`config.mk`:
```
export PLATFORM = sky130hd
export DESIGN_NAME = sorted_insert_priority_queue
export DESIGN_NICKNAME = d
export VERILOG_FILES = /design/src/sv/sipq_pkg.sv /design/src/sv/sipq_cell.sv /design/src/sv/sorted_insert_priority_queue.sv
export SDC_FILE = /design/constraint.sdc
export NUM_CORES = 2
export LEC_CHECK = 0
export BUFFER_PORTS_ARGS = -buffer_cell sky130_fd_sc_hd__buf_2
export CAP_MARGIN = 20
export CORE_UTILIZATION = 25
export DETAILED_ROUTE_END_ITERATION = 8
export PLACE_DENSITY = 0.4
export SLEW_MARGIN = 5
export SYNTH_ARGS = -nofsm -noshare
export SYNTH_HDL_FRONTEND = slang
export SYNTH_SLANG_ARGS = --single-unit
export TNS_END_PERCENT = 10
```
`constraint.sdc`:
```
create_clock -name clock -period 9.1 [get_ports clock]
set_input_delay 0.91 -clock clock [delete_from_list [all_inputs] [get_ports clock]]
set_output_delay 0.91 -clock clock [all_outputs]
set_load 0.02 [all_outputs]
```
`src/sv/sipq_pkg.sv`:
```
// Shared types and constants for the sorted-insert priority queue.
// No dependencies; used by the cell, the top level and the checker.
`timescale 1ns / 1ps

package sipq_pkg;

   localparam int CODE_W  = 16;
   localparam int PRICE_W = 24;
   localparam int COUNT_W = 5;

   typedef enum logic [1:0] {
      OP_PUSH  = 2'd0,
      OP_POP   = 2'd1,
      OP_CLEAR = 2'd2
   } op_type;

   typedef enum logic [1:0] {
      ST_OK        = 2'd0,
      ST_POP_EMPTY = 2'd1,
      ST_PUSH_FULL = 2'd2
   } status_type;

   typedef struct packed {
      logic [CODE_W-1:0]  code;
      logic [PRICE_W-1:0] price;
   } entry_type;

   // Broadcast to every cell in the row.
   typedef struct packed {
      logic      push;
      logic      pop;
      logic      clear;
      entry_type fresh;
   } cell_ctrl_type;

   // What a cell shows its neighbors.
   typedef struct packed {
      logic      valid;
      logic      greater;
      entry_type entry;
   } cell_link_type;

endpackage

```
`src/sv/sipq_cell.sv`:
```
// One slot of the sorted row: holds an entry, compares it with the pushed
// word and shifts toward its neighbors. Depends on sipq_pkg.
`timescale 1ns / 1ps

module sipq_cell (
   input  logic                   clock,
   input  logic                   reset,
   input  sipq_pkg::cell_ctrl_type ctrl,
   input  sipq_pkg::cell_link_type left,
   input  sipq_pkg::cell_link_type right,
   output sipq_pkg::cell_link_type link
);

   logic                valid_ff;
   logic                valid_in;
   sipq_pkg::entry_type entry_ff;
   sipq_pkg::entry_type entry_in;
   logic                greater;

   assign greater = valid_ff && (entry_ff.code > ctrl.fresh.code);

   always_comb begin
      valid_in = valid_ff;
      entry_in = entry_ff;
      priority if (ctrl.clear) begin
         valid_in = 1'b0;
      end else if (ctrl.pop) begin
         valid_in = right.valid;
         entry_in = right.entry;
      end else if (ctrl.push) begin
         if (left.greater) begin
            // make room: take the left neighbor's entry
            valid_in = left.valid;
            entry_in = left.entry;
         end else if (left.valid && (greater || !valid_ff)) begin
            // insertion point: after all equal or smaller codes
            valid_in = 1'b1;
            entry_in = ctrl.fresh;
         end
      end else begin
         // idle: hold the slot
         valid_in = valid_ff;
      end
   end

   always_ff @(posedge clock) begin
      if (reset) begin
         valid_ff <= 1'b0;
      end else begin
         valid_ff <= valid_in;
      end
   end

   always_ff @(posedge clock) begin
      entry_ff <= entry_in;
   end

   assign link.valid   = valid_ff;
   assign link.greater = greater;
   assign link.entry   = entry_ff;

endmodule

```
`src/sv/sorted_insert_priority_queue.sv`:
```
// Top level of the sorted-insert priority queue: a row of sipq_cell slots,
// the entry count and the result register. Depends on sipq_pkg, sipq_cell.
//
//   channel | direction | handshake          | words
//   req_    | in        | req_valid/req_stall | operation, code, price_cents
//   rsp_    | out       | rsp_valid/rsp_stall | status, head, count, empty flag
//
// One word per cycle: every slot compares its code against the pushed code
// and shifts in the same cycle; the result follows in the next cycle.
// Reset is synchronous and empties the queue.
// While a result is stalled, req_stall is high and no new word is taken.
`timescale 1ns / 1ps

module sorted_insert_priority_queue #(
   parameter int DEPTH = 16
) (
   input  logic        clock,
   input  logic        reset,
   input  logic        req_valid,
   output logic        req_stall,
   input  logic [1:0]  req_operation,
   input  logic [15:0] req_code,
   input  logic [23:0] req_price_cents,
   output logic        rsp_valid,
   input  logic        rsp_stall,
   output logic [1:0]  rsp_status,
   output logic [15:0] rsp_head_code,
   output logic [23:0] rsp_head_price_cents,
   output logic [4:0]  rsp_entry_count,
   output logic        rsp_queue_empty
);

   localparam int CNT_W = $clog2(DEPTH + 1);

   sipq_pkg::cell_ctrl_type ctrl;
   sipq_pkg::cell_link_type links [DEPTH];
   sipq_pkg::status_type    status;
   sipq_pkg::op_type        op;

   logic             accept;
   logic             full;
   logic             empty;
   logic [CNT_W-1:0] count_ff;
   logic [CNT_W-1:0] count_in;

   logic                         rsp_valid_ff;
   logic [1:0]                   status_ff;
   logic [sipq_pkg::CODE_W-1:0]  head_code_ff;
   logic [sipq_pkg::PRICE_W-1:0] head_price_ff;
   logic [sipq_pkg::COUNT_W-1:0] count_out_ff;
   logic                         empty_ff;

   assign req_stall = rsp_valid_ff && rsp_stall;
   assign accept    = req_valid && !req_stall;
   assign op        = sipq_pkg::op_type'(req_operation);
   assign empty     = !links[0].valid;
   assign full      = links[DEPTH-1].valid;

   always_comb begin
      ctrl.push        = 1'b0;
      ctrl.pop         = 1'b0;
      ctrl.clear       = 1'b0;
      ctrl.fresh.code  = req_code;
      ctrl.fresh.price = req_price_cents;
      status           = sipq_pkg::ST_OK;
      count_in         = count_ff;
      if (accept) begin
         unique case (op)
            sipq_pkg::OP_PUSH: begin
               if (full) begin
                  status = sipq_pkg::ST_PUSH_FULL;
               end else begin
                  ctrl.push = 1'b1;
                  count_in  = count_ff + CNT_W'(1);
               end
            end
            sipq_pkg::OP_POP: begin
               if (empty) begin
                  status = sipq_pkg::ST_POP_EMPTY;
               end else begin
                  ctrl.pop = 1'b1;
                  count_in = count_ff - CNT_W'(1);
               end
            end
            sipq_pkg::OP_CLEAR: begin
               ctrl.clear = 1'b1;
               count_in   = '0;
            end
            default: begin
               // unused code: leave the queue alone
            end
         endcase
      end
   end

   genvar g;
   generate
      for (g = 0; g < DEPTH; g++) begin : g_cell
         sipq_pkg::cell_link_type left_link;
         sipq_pkg::cell_link_type right_link;
         if (g == 0) begin : g_first
            assign left_link.valid   = 1'b1;
            assign left_link.greater = 1'b0;
            assign left_link.entry   = '0;
         end else begin : g_mid
            assign left_link = links[g-1];
         end
         if (g == DEPTH - 1) begin : g_last
            assign right_link.valid   = 1'b0;
            assign right_link.greater = 1'b0;
            assign right_link.entry   = '0;
         end else begin : g_next
            assign right_link = links[g+1];
         end
         sipq_cell u_cell (
            .clock (clock),
            .reset (reset),
            .ctrl  (ctrl),
            .left  (left_link),
            .right (right_link),
            .link  (links[g])
         );
      end
   endgenerate

   always_ff @(posedge clock) begin
      if (reset) begin
         count_ff     <= '0;
         rsp_valid_ff <= 1'b0;
      end else begin
         count_ff <= count_in;
         if (accept) begin
            rsp_valid_ff <= 1'b1;
         end else if (!rsp_stall) begin
            rsp_valid_ff <= 1'b0;
         end
      end
   end

   // hold the result word while stalled; load on accept
   always_ff @(posedge clock) begin
      if (accept) begin
         status_ff     <= status;
         head_code_ff  <= ctrl.pop ? links[0].entry.code  : '0;
         head_price_ff <= ctrl.pop ? links[0].entry.price : '0;
         count_out_ff  <= sipq_pkg::COUNT_W'(count_in);
         empty_ff      <= (count_in == '0);
      end
   end

   assign rsp_valid            = rsp_valid_ff;
   assign rsp_status           = status_ff;
   assign rsp_head_code        = head_code_ff;
   assign rsp_head_price_cents = head_price_ff;
   assign rsp_entry_count      = count_out_ff;
   assign rsp_queue_empty      = empty_ff;

endmodule

```
==> flow_metrics.env <==
export IMPL_cp_data_required_time_ns=9.40
export IMPL_hold_class="in2reg"
export IMPL_io_buffer_count=95
export IMPL_crit_type="in2reg"
export IMPL_final_setup_viol_count=0
export IMPL_worstSetupEndpoint="g_cell[12].u_cell.link[10]"
export IMPL_die_width_um=400
export IMPL_clockBufferDepth=3
export IMPL_cts_tree="built"
export IMPL_worst_setup_path_start_kind="input port"
export IMPL_rrSetupSlack_ns=4.63
export IMPL_synth_area_per_cell_um2=10.5
export IMPL_grt_pass1_vias=31236
export IMPL_io_pins=96
export IMPL_htree_num_levels=3
export IMPL_hold_viol_final=0
export IMPL_num_vias=30272
export IMPL_p_leak_nw=13.8
export IMPL_rsz0062_at_grt="no"
export IMPL_ant_nets=0
export IMPL_syn_area_mm2=0.0396
export IMPL_gp_congestion=0.785
export IMPL_synth_cells=3775
export IMPL_cts_setup_buffers=0
export IMPL_area_growth_pct=13.1
export IMPL_routed_wl_mm=126
export IMPL_cts_made_buffers=83
export IMPL_synth_area_top_cells="edfxtp_1, o211ai_1, ha_1"
export IMPL_grt_remaining_overflow=0
export IMPL_antenna_found_initial=2
export IMPL_cpMaxStageDelayCell="or4_2"
export IMPL_ys_warnings_count=0
export IMPL_synth_cell_types=67
export IMPL_crit_cells=10
export IMPL_grt_max_degree=183
export IMPL_drive_gt1_frac=0.0953
export IMPL_finalCriticalPeriod_ns=4.62
export IMPL_clockRootBuffer="clkbuf_16"
export IMPL_path_max_fanout=43
export IMPL_die_area_mm2=0.160
export IMPL_async_flop_share=0
export IMPL_synthDominantCellAreaShare=0.521
export IMPL_drtPass1Iterations=5
export IMPL_clk_latency_ns=0.68
export IMPL_cts_resized=0
export IMPL_critPathCaptureType="flop"
export IMPL_synth_seq_cells=710
export IMPL_timing_setup_tns_ns=0
export IMPL_finalPower_w=0.00756
export IMPL_crit_start="req_code[15]"
export IMPL_max_cap_violations=0
export IMPL_final_nets=3983
export IMPL_hpwl_mm=83.0
export IMPL_timing_rr_start="g_cell[0].u_cell.valid_ff"
export IMPL_yosysSeqAreaShare=0.533
export IMPL_synth_largest_area_cell="edfxtp_1"
export IMPL_grt_pass1_wl_mm=194
export IMPL_syn_nets=4063
export IMPL_arrival_ns=4.92
export IMPL_start_util=0.253
export IMPL_slew_viol_final=0
export IMPL_cts_reportedPaths_clkPinSlew_ns=0.06
export IMPL_viasPerCell=5.20
export IMPL_fmax_ghz=0.216
export IMPL_r2r_cells=7
export IMPL_maxSlewHeadroom=0.282
export IMPL_wl_per_cell_um=21.6
export IMPL_die_h_um=400
export IMPL_vdd_ir_drop_worst_uv=132
export IMPL_rows=145
export IMPL_worst_slack_ns=4.48
export IMPL_synth_ff_type="edfxtp_1"
export IMPL_tightest_slew_ns=1.07
export IMPL_slowest_delay_ns=0.81
export IMPL_path_delay_family="simple AND/OR/NAND/NOR gates"
export IMPL_coreArea_mm2=0.157
export IMPL_drt_iter0_drc=1808
export IMPL_grt_usage=0.155
export IMPL_hold_buffers=0
export IMPL_path_cells="buf_2 > inv_1 > ha_1 > nand4_1 > nor3_1 > a21boi_1 > or4_2 > a21oi_1 > a31oi_4 > buf_4"
export IMPL_path_buf_inv=3
export IMPL_power_density_mw_per_mm2=169
export IMPL_synth_edf_count=688
export IMPL_period_share=0.508
export IMPL_outcome="complete, no violations"
export IMPL_r2r_end="g_cell[12].u_cell.link[10]"
export IMPL_fin_skew_ns=0.0415
export IMPL_route_detailed_drc=0
export IMPL_pre_cts_ws_ns=3.80
export IMPL_cts_sinks=710
worst reg2reg max path, delay by kind of cell, from the launching register on:
| family | cells | cell delay, ns |
|---|---|---|
| buffers and inverters | 3 | 1.36 |
| AOI/OAI and AO/OA | 2 | 1.07 |
| and+or+nand+nor | 2 | 0.89 |
| DFF | 1 | 0.76 |
power breakdown:
| group | internal, W | switching [W] |
|---|---|---|
| Clock | 0.00196 | 0.00150 |
| Sequential | 0.00361 | 0.0000126 |
| Combinational | 0.000169 | 0.000305 |
| Total | 0.00574 | 0.00182 |
cell usage in the layout, fill, tap and decap left out, types with 8 or more instances in the layout:
cell,synthesis,final
o21ai_0,62,61
nand3_1,528,528
nand4_1,88,88
edfxtp_1,688,688
o211ai_2,28,28
o221ai_1,15,15
nor3_1,23,21
inv_1,74,73
nor2_1,41,41
dfxtp_1,22,22
and3_1,40,39
nor4_1,12,12
a21o_1,27,27
clkinv_1,1,22
ha_1,242,242
nand2b_1,14,14
clkbuf_16,0,85
nor2b_1,11,11
a31oi_4,1,19
mux2i_1,40,40
and2_1,10,8
a311oi_4,1,8
clkinv_2,0,11
o21ai_1,9,9
o211ai_1,526,526
clkbuf_1,122,19
buf_2,164,95
buf_4,1,52
a21oi_1,103,101
nand2_1,758,758
a31oi_1,28,12
through the flow:
| step | std cells | utilization | hold WS, ns | cell area, um2 |
|---|---|---|---|---|
| after floorplan | 3775 | - | 0.456 | 39600 |
| after detailed placement | 5668 | 0.269 | 0.523 | 42100 |
| after global routing | 5824 | 0.286 | 0.448 | 44800 |
| after global placement | 5668 | 0.269 | 0.522 | 42100 |
| after CTS | 5824 | 0.286 | 0.415 | 44800 |
| final | 5825 | 0.286 | 0.461 | 44800 |
flip-flops by register name, indices dropped and copies added (netlist names):
name,cells
g_cell.u_cell.link,640
rsp_head_price_cents,24
g_cell.u_cell.valid_ff,16
rsp_head_code,16
count_ff,5
rsp_entry_count,5
rsp_status,2
rsp_queue_empty,1
rsp_valid,1
kinds of logic after synthesis:
group / Yosys count / synth area share
AOI/OAI and AO/OA: 846 / 0.158
adders and majority gates: 242 / 0.0764
buffers and inverters: 394 / 0.0457
DFF: 710 / 0.533
muxes: 41 / 0.0104
and+or+nand+nor: 1542 / 0.177
worst min-delay path by stage:
stage,start,to,slack (ns),depth (start not counted)
2_1_floorplan,g_cell[10].u_cell.valid_ff,g_cell[10].u_cell.valid_ff,0.46,2
4_1_cts,req_valid,rsp_valid,0.41,3
6_report,req_valid,rsp_valid,0.46,3
5_1_grt,req_valid,rsp_valid,0.45,3
3_3_place_gp,g_cell[15].u_cell.link[9],g_cell[14].u_cell.link[9],0.52,2
3_5_place_dp,g_cell[15].u_cell.link[5],g_cell[14].u_cell.link[5],0.52,2
layout make-up:
type / count / area, um2
Fill cell: 16656 / 112000
Multi-Input combinational cell: 2671 / 17100
Sequential cell: 710 / 21100
Antenna cell: 1 / 2.50
Inverter: 75 / 284
Timing Repair Buffer: 154 / 1010
Tap cell: 2058 / 2570
Clock inverter: 48 / 479
Clock buffer: 108 / 2250
per-layer routing:
layer	global-route usage	share of wire	vias up
met4	0.0304	0.019	0
met5	0	0	-
met3	0.0200	0.032	157
met2	0.259	0.48	492
met1	0.215	0.47	15329
li1	-	-	14294
cell usage after synthesis (all sizes together) (2+ instances only):
cell and n:
and3 40, dfxtp 22, o21ai 72, a41o 2, and2 11, buf 196
edfxtp 688, nand3 528, nand4b 2, o32ai 3, nand2 759, a2111oi 8
a31oi 31, a41oi 2, nor4 13, clkbuf 123, a2111o 4, a221oi 2
o211ai 554, a21bo 2, nor2b 11, nand4 89, nand2b 14, ha 242
nor2 41, a21o 29, inv 74, nor3 24, and4 4, a21oi 103
a22o 2, a22oi 2, a21boi 2, mux2i 40, o221ai 15, a311oi 8
(Power assumes the default switching activity.)
